===== src/rtl/core/framed_packet_receiver_top_defines.svh =====
// ----------------------------------------------------------------------------
// framed packet receiver assertion macros
// shared concurrent assertion forms for the receiver rtl
// ----------------------------------------------------------------------------
`ifndef FRAMED_PACKET_RECEIVER_TOP_DEFINES_SVH
`define FRAMED_PACKET_RECEIVER_TOP_DEFINES_SVH

// same-cycle implication, disabled while reset is held
`define FRP_ASSERT_NOW(lbl, clk, rst_n, ante, cons, msg) \
    lbl: assert property (@(posedge clk) disable iff (!(rst_n)) (ante) |-> (cons)) \
        else $error(msg);

// next-cycle implication, disabled while reset is held
`define FRP_ASSERT_NEXT(lbl, clk, rst_n, ante, cons, msg) \
    lbl: assert property (@(posedge clk) disable iff (!(rst_n)) (ante) |=> (cons)) \
        else $error(msg);

`endif


===== src/rtl/core/frp_pkg.sv =====
// ----------------------------------------------------------------------------
// frp_pkg
// types, constants and checksum helpers for the framed packet receiver
// ----------------------------------------------------------------------------
package frp_pkg;

    // sync word, first byte on the line first
    localparam logic [7:0] SYNC_B0 = 8'hED;
    localparam logic [7:0] SYNC_B1 = 8'h87;
    localparam logic [7:0] SYNC_B2 = 8'h17;
    localparam logic [7:0] SYNC_B3 = 8'h9A;

    // checksum seed and register reset
    localparam logic [31:0] SUM_SEED         = 32'h1234_5678;
    localparam logic [15:0] MAX_LENGTH_RESET = 16'd512;

    // status codes on the end-of-packet result
    localparam logic [1:0] ST_OK      = 2'd0;
    localparam logic [1:0] ST_LEN_ERR = 2'd1;
    localparam logic [1:0] ST_SUM_ERR = 2'd2;

    // one result request
    typedef struct packed {
        logic [7:0]  data_byte;
        logic        last;
        logic [1:0]  status;
        logic [15:0] packet_length;
    } t_result;

    // expected sync byte at a given match position
    function automatic logic [7:0] sync_byte(input logic [1:0] idx);
        logic [7:0] b;
        unique case (idx)
            2'd0:    b = SYNC_B0;
            2'd1:    b = SYNC_B1;
            2'd2:    b = SYNC_B2;
            default: b = SYNC_B3;
        endcase
        return b;
    endfunction

    // add with wrap, then shift left one xor arithmetic shift right 23
    function automatic logic [31:0] sum_update(input logic [31:0] s, input logic [7:0] b);
        logic [31:0] t;
        t = s + {24'd0, b};
        return {t[30:0], 1'b0} ^ {{23{t[31]}}, t[31:23]};
    endfunction

    // fold the sum to one byte
    function automatic logic [7:0] sum_fold(input logic [31:0] s);
        return s[7:0] ^ s[15:8] ^ s[23:16];
    endfunction

endpackage


===== src/rtl/core/frp_in_if.sv =====
// ----------------------------------------------------------------------------
// frp_in_if
// received byte channel, valid/ready handshake
// ----------------------------------------------------------------------------
interface frp_in_if;
    logic       valid;
    logic       ready;
    logic [7:0] rx_byte;

    modport source (output valid, output rx_byte, input ready);
    modport sink   (input valid, input rx_byte, output ready);
endinterface


===== src/rtl/core/frp_out_if.sv =====
// ----------------------------------------------------------------------------
// frp_out_if
// result channel: payload bytes and end-of-packet status
// ----------------------------------------------------------------------------
interface frp_out_if;
    logic        valid;
    logic        ready;
    logic [7:0]  data_byte;
    logic        last;
    logic [1:0]  status;
    logic [15:0] packet_length;

    modport source (output valid, output data_byte, output last, output status,
                    output packet_length, input ready);
    modport sink   (input valid, input data_byte, input last, input status,
                    input packet_length, output ready);
endinterface


===== src/rtl/core/frp_parser.sv =====
// ----------------------------------------------------------------------------
// frp_parser
// sync hunt, header decode, payload count and checksum for one byte a cycle while i_valid is high
// ----------------------------------------------------------------------------
`include "framed_packet_receiver_top_defines.svh"

module frp_parser (
    input  logic             i_clk,
    input  logic             i_rst_n,
    input  logic             i_valid,
    input  logic [7:0]       i_rx_byte,
    input  logic [15:0]      i_max_length,
    output logic             o_res_valid,
    output frp_pkg::t_result o_res
);
    import frp_pkg::*;

    // phase codes
    localparam logic [2:0] PH_HUNT    = 3'd0;
    localparam logic [2:0] PH_LEN_HI  = 3'd1;
    localparam logic [2:0] PH_LEN_LO  = 3'd2;
    localparam logic [2:0] PH_PAYLOAD = 3'd3;
    localparam logic [2:0] PH_CHECK   = 3'd4;

    logic [2:0]  r_phase,       n_phase;
    logic [1:0]  r_sync_index,  n_sync_index;
    logic [7:0]  r_length_high, n_length_high;
    logic [15:0] r_header_len,  n_header_len;
    logic [15:0] r_bytes_left,  n_bytes_left;
    logic [31:0] r_sum,         n_sum;

    logic [31:0] sum_next;
    logic [15:0] len_rx;
    logic [15:0] left_dec;

    assign sum_next = sum_update(r_sum, i_rx_byte);
    assign len_rx   = {r_length_high, i_rx_byte};
    assign left_dec = r_bytes_left - 16'd1;

    // next state and result for the accepted byte
    always_comb begin
        n_phase       = r_phase;
        n_sync_index  = r_sync_index;
        n_length_high = r_length_high;
        n_header_len  = r_header_len;
        n_bytes_left  = r_bytes_left;
        n_sum         = r_sum;
        o_res_valid   = 1'b0;
        o_res         = '0;
        if (i_valid) begin
            unique case (r_phase)
                PH_HUNT: begin
                    if (i_rx_byte != sync_byte(r_sync_index)) begin
                        n_sync_index = 2'd0;
                    end else if (r_sync_index == 2'd3) begin
                        n_sync_index = 2'd0;
                        n_sum        = SUM_SEED;
                        n_phase      = PH_LEN_HI;
                    end else begin
                        n_sync_index = r_sync_index + 2'd1;
                    end
                end
                PH_LEN_HI: begin
                    n_length_high = i_rx_byte;
                    n_sum         = sum_next;
                    n_phase       = PH_LEN_LO;
                end
                PH_LEN_LO: begin
                    n_header_len = len_rx;
                    n_sum        = sum_next;
                    if (len_rx > i_max_length) begin
                        n_phase             = PH_HUNT;
                        n_sync_index        = 2'd0;
                        o_res_valid         = 1'b1;
                        o_res.last          = 1'b1;
                        o_res.status        = ST_LEN_ERR;
                        o_res.packet_length = len_rx;
                    end else begin
                        n_bytes_left = len_rx;
                        n_phase      = (len_rx == 16'd0) ? PH_CHECK : PH_PAYLOAD;
                    end
                end
                PH_PAYLOAD: begin
                    n_sum               = sum_next;
                    n_bytes_left        = left_dec;
                    if (left_dec == 16'd0) begin
                        n_phase = PH_CHECK;
                    end
                    o_res_valid         = 1'b1;
                    o_res.data_byte     = i_rx_byte;
                    o_res.status        = ST_OK;
                    o_res.packet_length = r_header_len;
                end
                PH_CHECK: begin
                    n_phase             = PH_HUNT;
                    n_sync_index        = 2'd0;
                    o_res_valid         = 1'b1;
                    o_res.last          = 1'b1;
                    o_res.status        = (sum_fold(r_sum) == i_rx_byte) ? ST_OK : ST_SUM_ERR;
                    o_res.packet_length = r_header_len;
                end
                default: begin
                    n_phase      = PH_HUNT;
                    n_sync_index = 2'd0;
                end
            endcase
        end
    end

    // state registers
    always_ff @(posedge i_clk) begin
        if (!i_rst_n) begin
            r_phase       <= PH_HUNT;
            r_sync_index  <= 2'd0;
            r_length_high <= 8'd0;
            r_header_len  <= 16'd0;
            r_bytes_left  <= 16'd0;
            r_sum         <= SUM_SEED;
        end else begin
            r_phase       <= n_phase;
            r_sync_index  <= n_sync_index;
            r_length_high <= n_length_high;
            r_header_len  <= n_header_len;
            r_bytes_left  <= n_bytes_left;
            r_sum         <= n_sum;
        end
    end

    // sync matching only runs while hunting
    `FRP_ASSERT_NOW(a_sync_only_hunt, i_clk, i_rst_n, r_sync_index != 2'd0, r_phase == PH_HUNT, "sync index set outside hunt")
    // payload phase always has bytes still to come
    `FRP_ASSERT_NOW(a_payload_left, i_clk, i_rst_n, r_phase == PH_PAYLOAD, r_bytes_left != 16'd0, "payload phase with no bytes left")

endmodule


===== src/rtl/core/framed_packet_receiver_top.sv =====
// ----------------------------------------------------------------------------
// framed_packet_receiver_top
// framed packet receiver with registered, skid-buffered result channel
// ----------------------------------------------------------------------------
// usage:
//   i_rx carries received bytes one request at a time. after the sync word
//   ED 87 17 9A a 16-bit big-endian length follows, then the payload bytes,
//   then one checksum byte. each payload byte comes out on o_res with last
//   low; the checksum byte (or a length above max_length) gives one status
//   request with last high. sync bytes and a length within max_length give no result.
//   i_cfg_we / i_cfg_wdata write max_length; write it only while idle.
// timing:
//   one byte is taken every cycle while i_rx.ready is high. each result is
//   registered in the output register, or in the skid stage while a result waits.
// reset:
//   synchronous active low; the parser returns to sync hunt, max_length
//   goes to 512 and both result registers empty.
// stall:
//   a two-entry output register plus skid stage holds one more result while
//   a result waits; i_rx.ready drops once the skid stage is full.
// ----------------------------------------------------------------------------
`include "framed_packet_receiver_top_defines.svh"

module framed_packet_receiver_top (
    input  logic        i_clk,
    input  logic        i_rst_n,
    input  logic        i_cfg_we,
    input  logic [15:0] i_cfg_wdata,
    frp_in_if.sink      i_rx,
    frp_out_if.source   o_res
);
    import frp_pkg::*;

    logic [15:0] r_max_length;
    logic        r_out_valid;
    t_result     r_out;
    logic        r_skid_valid;
    t_result     r_skid;

    logic        accept;
    logic        pop;
    logic        push;
    t_result     new_res;

    assign i_rx.ready = !r_skid_valid;
    assign accept     = i_rx.valid && !r_skid_valid;
    assign pop        = r_out_valid && o_res.ready;

    // configuration register
    always_ff @(posedge i_clk) begin
        if (!i_rst_n) begin
            r_max_length <= MAX_LENGTH_RESET;
        end else if (i_cfg_we) begin
            r_max_length <= i_cfg_wdata;
        end
    end

    // byte parser
    frp_parser u_parser (
        .i_clk        (i_clk),
        .i_rst_n      (i_rst_n),
        .i_valid      (accept),
        .i_rx_byte    (i_rx.rx_byte),
        .i_max_length (r_max_length),
        .o_res_valid  (push),
        .o_res        (new_res)
    );

    // output register and skid stage
    always_ff @(posedge i_clk) begin
        if (!i_rst_n) begin
            r_out_valid  <= 1'b0;
            r_skid_valid <= 1'b0;
        end else if (r_skid_valid) begin
            if (pop) begin
                r_out_valid  <= 1'b1;
                r_skid_valid <= 1'b0;
            end
        end else if (push) begin
            if (!r_out_valid || pop) begin
                r_out_valid <= 1'b1;
            end else begin
                r_skid_valid <= 1'b1;
            end
        end else if (pop) begin
            r_out_valid <= 1'b0;
        end
    end

    // payload of the two stages
    always_ff @(posedge i_clk) begin
        if (r_skid_valid) begin
            if (pop) begin
                r_out <= r_skid;
            end
        end else if (push) begin
            if (!r_out_valid || pop) begin
                r_out <= new_res;
            end else begin
                r_skid <= new_res;
            end
        end
    end

    // result channel
    assign o_res.valid         = r_out_valid;
    assign o_res.data_byte     = r_out.data_byte;
    assign o_res.last          = r_out.last;
    assign o_res.status        = r_out.status;
    assign o_res.packet_length = r_out.packet_length;

    // skid stage only fills behind a held output
    `FRP_ASSERT_NOW(a_skid_behind_out, i_clk, i_rst_n, r_skid_valid, r_out_valid, "skid full with output empty")
    // a full skid stage drains into the output on a pop
    `FRP_ASSERT_NEXT(a_skid_drain, i_clk, i_rst_n, r_skid_valid && o_res.ready, r_out_valid && !r_skid_valid, "skid did not drain")
    // payload results carry ok status
    `FRP_ASSERT_NOW(a_payload_ok, i_clk, i_rst_n, r_out_valid && !r_out.last, r_out.status == ST_OK, "payload byte with error status")
    // status results carry a zero data byte
    `FRP_ASSERT_NOW(a_status_zero, i_clk, i_rst_n, r_out_valid && r_out.last, r_out.data_byte == 8'd0, "status result with data byte")

endmodule


===== src/flat_wrapper.sv =====
// flat-port wrapper written by rule: the top's interface ports become plain ports
module framed_packet_receiver_top_flat import frp_pkg::*;
  (i_clk, i_rst_n, i_cfg_we, i_cfg_wdata, i_rx_valid, i_rx_rx_byte, i_rx_ready, o_res_valid, o_res_data_byte, o_res_last, o_res_status, o_res_packet_length, o_res_ready);
  frp_in_if i_rx_i ();
  frp_out_if o_res_i ();
  input  logic i_clk;
  input  logic i_rst_n;
  input  logic i_cfg_we;
  input  logic [15:0] i_cfg_wdata;
  input wire logic [$bits(i_rx_i.valid)-1:0] i_rx_valid;
  input wire logic [$bits(i_rx_i.rx_byte)-1:0] i_rx_rx_byte;
  output wire logic [$bits(i_rx_i.ready)-1:0] i_rx_ready;
  output wire logic [$bits(o_res_i.valid)-1:0] o_res_valid;
  output wire logic [$bits(o_res_i.data_byte)-1:0] o_res_data_byte;
  output wire logic [$bits(o_res_i.last)-1:0] o_res_last;
  output wire logic [$bits(o_res_i.status)-1:0] o_res_status;
  output wire logic [$bits(o_res_i.packet_length)-1:0] o_res_packet_length;
  input wire logic [$bits(o_res_i.ready)-1:0] o_res_ready;
  assign i_rx_i.valid = i_rx_valid;
  assign i_rx_i.rx_byte = i_rx_rx_byte;
  assign i_rx_ready = i_rx_i.ready;
  assign o_res_valid = o_res_i.valid;
  assign o_res_data_byte = o_res_i.data_byte;
  assign o_res_last = o_res_i.last;
  assign o_res_status = o_res_i.status;
  assign o_res_packet_length = o_res_i.packet_length;
  assign o_res_i.ready = o_res_ready;
  framed_packet_receiver_top u_core (.i_clk(i_clk), .i_rst_n(i_rst_n), .i_cfg_we(i_cfg_we), .i_cfg_wdata(i_cfg_wdata), .i_rx(i_rx_i), .o_res(o_res_i));
endmodule

===== config.mk =====
export PLATFORM = sky130hd
export DESIGN_NAME = framed_packet_receiver_top_flat
export DESIGN_NICKNAME = d
export VERILOG_FILES = /design/src/rtl/core/frp_pkg.sv /design/src/rtl/core/frp_in_if.sv /design/src/rtl/core/frp_out_if.sv /design/src/rtl/core/frp_parser.sv /design/src/rtl/core/framed_packet_receiver_top.sv /design/src/flat_wrapper.sv
export VERILOG_INCLUDE_DIRS = /design/src /design/src/rtl/core
export SDC_FILE = /design/constraint.sdc
export NUM_CORES = 1
export LEC_CHECK = 0
export BUFFER_PORTS_ARGS = -buffer_cell sky130_fd_sc_hd__buf_4
export CAP_MARGIN = 10
export CORE_UTILIZATION = 55
export CTS_CLUSTER_SIZE = 14
export DETAILED_ROUTE_END_ITERATION = 6
export MAX_ROUTING_LAYER = met4
export PLACE_DENSITY = 0.76
export SYNTH_ARGS = -nofsm -noshare
export SYNTH_HDL_FRONTEND = slang
export SYNTH_HIERARCHICAL = 1
export SYNTH_SLANG_ARGS = --single-unit

===== constraint.sdc =====
create_clock -name i_clk -period 4 [get_ports i_clk]
set_input_delay 0.6 -clock i_clk [delete_from_list [all_inputs] [get_ports i_clk]]
set_output_delay 0.6 -clock i_clk [all_outputs]
set_load 0.02 [all_outputs]

Word level (Yosys, flattened, before mapping). Index checks and enable logic that the tools add are counted.

Register bits after elaboration: 149. Output and inout port bits: 29. Word-level logic and storage cells: 109.

Add/subtract/negate cells: 3. Order comparisons: 1. Equal/unequal tests: 16. Mux-type cells: 40. Bitwise gates (word level): 6. Reduce and logical (&&, ||, !) cells: 26.

Operators by type and width (number): $mux 27 (5); $mux 32 (2); $pmux 32 s2 (1); $pmux 18 s3 (1); $add 32x8->32 (1); $logic_not 16->1 (2); $pmux 16 s2 (1); $xor 32x32->32 (1); $mux 8 (3); $pmux 8 s3 (1); $mux 19 (1); $gt 16x16->1 (1); $mux 16 (1); $sub 16x1->16 const B (1); $xor 8x8->8 (2); $mux 3 (5); $reduce_and 3->1 (5); $ne 2x2->1 const B (6); $pmux 3 s4 (1); $mux 1 (11); $reduce_bool 2->1 (5); $eq 8x8->1 (1); $mux 2 (4); $ne 8x8->1 (1); 19 further kinds (29).

Logic depth before layout (Yosys ltp).
Depth in word-level cells: 9. Depth in mapped cells: 12. Mapped depth without buffers: 10.

Cells and area by module. Netlist, hierarchy kept.

Modules (own cells, without submodules): frp_parser (times used 1, cells an instance 739, area each 5704.2 um^2, seq. area each 1541.5 um^2); framed_packet_receiver_top (times used 1, cells an instance 151, area each 2777.7 um^2, seq. area each 1981.9 um^2).

Worst setup path after synthesis. OpenSTA, ideal clock, no wires.

Kind: input port to flip-flop. Start: input port i_rx_rx_byte[0]. End: register u_core.r_out, in the netlist u_core/o_res.data_byte[0], enable pin. Data arrival time: 3.575 ns. Data required time: 3.580 ns. Slack: 0.005 ns. Cell stages on the path: 10. Buffers on the path: 1. Path through: clkbuf_1 > inv_1 > ha_1 > o221ai_1 > a22oi_1 > a21oi_1 > o21ai_0 > a21boi_0 > mux2i_1 > a21oi_1.

Longest elaborated chain between the ends: 6.

RTL lines: start: declaration (line flat_wrapper.sv:11) `input wire logic [$bits(i_rx_i.rx_byte)-1:0] i_rx_rx_byte;`; $gt 16x16->1 (line frp_parser.sv:71) `if (len_rx > i_max_length) begin`; $mux 1 (line frp_parser.sv:71); $pmux 1 s2 (line frp_parser.sv:51) `unique case (r_phase)`; $mux 1 (line frp_parser.sv:50) `if (i_valid) begin`; net u_core.push (line framed_packet_receiver_top.sv:42) `logic push;`; $reduce_bool 2->1 (no line); $reduce_and 3->1 (no line); end signal: assignment (line framed_packet_receiver_top.sv:94) `r_out <= r_skid;`; end signal: assignment (line framed_packet_receiver_top.sv:98) `r_out <= new_res;`; end: declaration (line framed_packet_receiver_top.sv:36) `t_result r_out;`.

The timed path passes the listed nets, and every way through them passes these cells. A chain may end at the register's enable or synchronous reset.

Worst setup path after layout.
Start: register u_core.u_parser.r_length_high[6]. End: register u_core.r_out, in the netlist u_core/o_res.packet_length[1], enable pin.

Longest elaborated chain between the ends: 6.

RTL lines: start: declaration (line frp_parser.sv:27) `logic [7:0] r_length_high, n_length_high;`; start signal: assignment (line frp_parser.sv:122) `r_length_high <= n_length_high;`; $gt 16x16->1 (line frp_parser.sv:71); $mux 1 (line frp_parser.sv:71); $pmux 1 s2 (line frp_parser.sv:51); $mux 1 (line frp_parser.sv:50); net u_core.push (line framed_packet_receiver_top.sv:42); $reduce_bool 2->1 (no line); $reduce_and 3->1 (no line).

The timed path passes the listed nets, and every way through them passes these cells.

==> impl_metrics.yaml <==
layout:
  final_cell_mix: "nand2_1 (122), dfxtp_1 (94), buf_4 (70)"
  postLayoutCoreUtil_pct: 62.7
  nNetsFinal: 982
  area_growth_pct: 12.0
  drive_above_1_share_pct: 16.3
  num-fill-cells: 1260
  final_common_cell: "nand2_1"
  final_cells: 1124
  antennaDiodeCount: 0
route:
  dr.first_iter.drc_count: 540
  post_drt_wl_per_cell_um: 17.7
  ant_nets: 0
  viasPerCell: 5.89
  drt-total-wl_um: 19900
  drt_pass1_iterations: 7
  via_count: 6618
  drc: 1
clock_tree:
  cts_tree: "done"
  cts_max_level: 4
  cts-resized-gates: 0
  cts_setup_buffers: 0
  clk_latency_ns: 0.42
  max-clock-path-buffers: 2
  cts_root_buf: "clkbuf_16"
  postCtsHoldBufs: 0
  clk_pin_slew_worst_paths_ns: 0.06
  cts_num_sinks: 149
  numCtsBuffers: 17
timing:
  max_freq_ghz: 0.304
  final_hold_viol_count: 0
  worst_slew_pin_slew_ns: 0.936
  period_share_pct: 82.3
  layout_setup_ws_ns: 0.708
  period_minus_slack_ns: 3.29
  finalSetupViolCount: 0
  rsz0062_at_grt: "false"
  maxSlewViolCount: 0
  maxSlewHeadroom_pct: 37.4
  whs_ns: 0.370
  skew_ns: 0.00789
  tns_ns: 0
critical_path:
  crit_fanout: 27
  crit_arrival_ns: 3.39
  worstSetupStartpointType: "register"
  critPathRequiredTime_ns: 4.09
  crit_type: "register to register"
  end_kind: "register"
  r2r_setup_slack_ns: 0.71
floorplan:
  die-area_sq_mm: 0.0159
  die_x_um: 126
  num_rows: 45
  io_pins: 58
  core_sq_mm: 0.0151
  die_y_um: 126
  initial_utilization_pct: 56.0
power_and_ir_drop:
  pwr-share-seq_pct: 48.4
  power.net_switching_w: 0.000742
  p_leak_nw: 3.49
  powerDensity_mw_per_mm2: 343
  switching_share_pct: 22.8
  p_comb_share_pct: 5.5
  p_int_w: 0.00251
  pwr-share-clk_pct: 46.1
  vdd_drop_max_mv: 0.278
synthesis:
  synth_area_leader_cell: "dfxtp_1"
  synth_area_leaders: "dfxtp_1 (22%), edfxtp_1 (19%), xnor2_1 (6.8%)"
  syn_area_sq_mm: 0.00848
  synthArstFlopShare_pct: 0
  synth_warnings: 6
  syn_inst: 890
  yosysUniqueCellTypes: 77
  synth_flop_cell: "dfxtp_1"
  synth_top_area_share_pct: 22.4
  syn_nets: 949
  ys_ff_latch: 149
  synth-edff-count: 54
  synth-seq-area-share_pct: 41.5
  avgSynthCellArea_sq_um: 9.53
flow_run:
  maxCapViolations: 0
global_route:
  grt_max_degree: 38
  grt_remaining_overflow: 0
  track_usage_pct: 26.4
  grt_pass1_vias: 6205
  grt_pass1_wl_um: 31900
  antenna_found_initial: 0
placement:
  gp_congestion: 0.903
  dp.cells: 1092
  dp_hpwl_um: 13700
  io_buffer_count: 57
  dp_slack_ns: 0.589
status:
  failed_checks: "DRC"
  outcome: "complete, but fails checks"
worst_hold_path:
  hp-class: "input port to register"
[kinds of logic (layout without fill, tap and decap cells)]
kind of cell	count (synthesis)	in the layout	share of synthesized area (%)
and+or+nand+nor	290	290	17.1
AOI/OAI and AO/OA	188	188	14.7
DFF	149	149	41.5
buffers and inverters	93	139	5.41
xor gates and xnor gates	92	92	9.59
muxes	48	48	7.17
adders and majority gates	30	30	4.51
[state kept, by name, indices dropped and copies added, names as in the netlist, 2 cells and up]
signal	cells
u_core/u_parser/r_bytes_left	16
u_core/u_parser/r_phase	3
u_core/o_res.data_byte	8
u_core/o_res.status	2
u_core/u_parser/r_header_len	16
u_core/u_parser/r_sync_index	2
u_core/r_skid	27
u_core/o_res.packet_length	16
u_core/r_max_length	16
u_core/u_parser/r_sum	32
u_core/u_parser/r_length_high	8
[final timing paths]
| path | startpoint | endpoint | cells past startpoint |
|---|---|---|---|
| setup / recovery | u_core/u_parser/r_length_high[6]$_SDFFE_PN0P_ | u_core/o_res.packet_length[1]$_DFFE_PP_ | 10 |
| hold / removal | o_res_ready | u_core/r_skid_valid$_SDFF_PN0_ | 2 |
| setup reg to reg | u_core/u_parser/r_length_high[6]$_SDFFE_PN0P_ | u_core/o_res.packet_length[1]$_DFFE_PP_ | 10 |
| hold reg to reg | u_core/u_parser/r_header_len[8]$_SDFFE_PN0P_ | u_core/u_parser/r_header_len[8]$_SDFFE_PN0P_ | 2 |
[area by class of cell]
cell class / count / area (sq um) / share of cell area, %
clock inverters: 11 / 103 / 1.08
well taps: 188 / 235 / 2.48
inverters: 36 / 135 / 1.42
clock buffers: 21 / 450 / 4.74
multi-input cells: 648 / 4500 / 47.4
repair buffers: 71 / 546 / 5.74
flip-flops and latches: 149 / 3520 / 37.1
[cells in the mapped netlist, drive strengths merged, types with 21 or more instances]
cell type / number
nand2: 123
dfxtp: 95
xnor2: 67
a21oi: 63
nor2: 58
edfxtp: 54
clkbuf: 39
o21ai: 39
inv: 35
ha: 29
mux2: 27
xor2: 25
mux2i: 21
[power groups by stage]
| stage | sequential, W | combinational [W] | clock, W |
|---|---|---|---|
| 2_1_floorplan | 0.00160 | 0.000123 | 0 |
| 3_3_place_gp | 0.00161 | 0.000173 | 0 |
| 3_5_place_dp | 0.00161 | 0.000177 | 0 |
| 4_1_cts | 0.00157 | 0.000179 | 0.00152 |
| 5_1_grt | 0.00157 | 0.000198 | 0.00159 |
| 6_report | 0.00157 | 0.000180 | 0.00150 |
[metrics by stage]
| step | area, sq um | total power [W] |
|---|---|---|
| 2_1_floorplan | 8480 | 0.00173 |
| 3_3_place_gp | 8940 | 0.00178 |
| 3_5_place_dp | 8940 | 0.00178 |
| 4_1_cts | 9500 | 0.00327 |
| 5_1_grt | 9500 | 0.00336 |
| 6_report | 9500 | 0.00325 |
[worst max-delay path: stages, from the launching register on]
cell and delay [ns]:
dfxtp_1 0.40, ha_1 0.36, nand4_1 0.21, nor3_1 0.26
a22oi_1 0.13, a21oi_1 0.40, o21ai_0 0.13, a21boi_0 0.43
mux2i_1 0.18, a21oi_2 0.14, buf_4 0.32
[metal layers]
metal	up-vias	global-route usage (%)	share of wire [%]
li1	3235	-	-
met5	-	-	0
met1	3115	35.4	46
met3	27	5.65	6.6
met2	241	39.2	46
met4	0	9.50	1.5
Note: power is estimated with default switching activity, not from simulation.
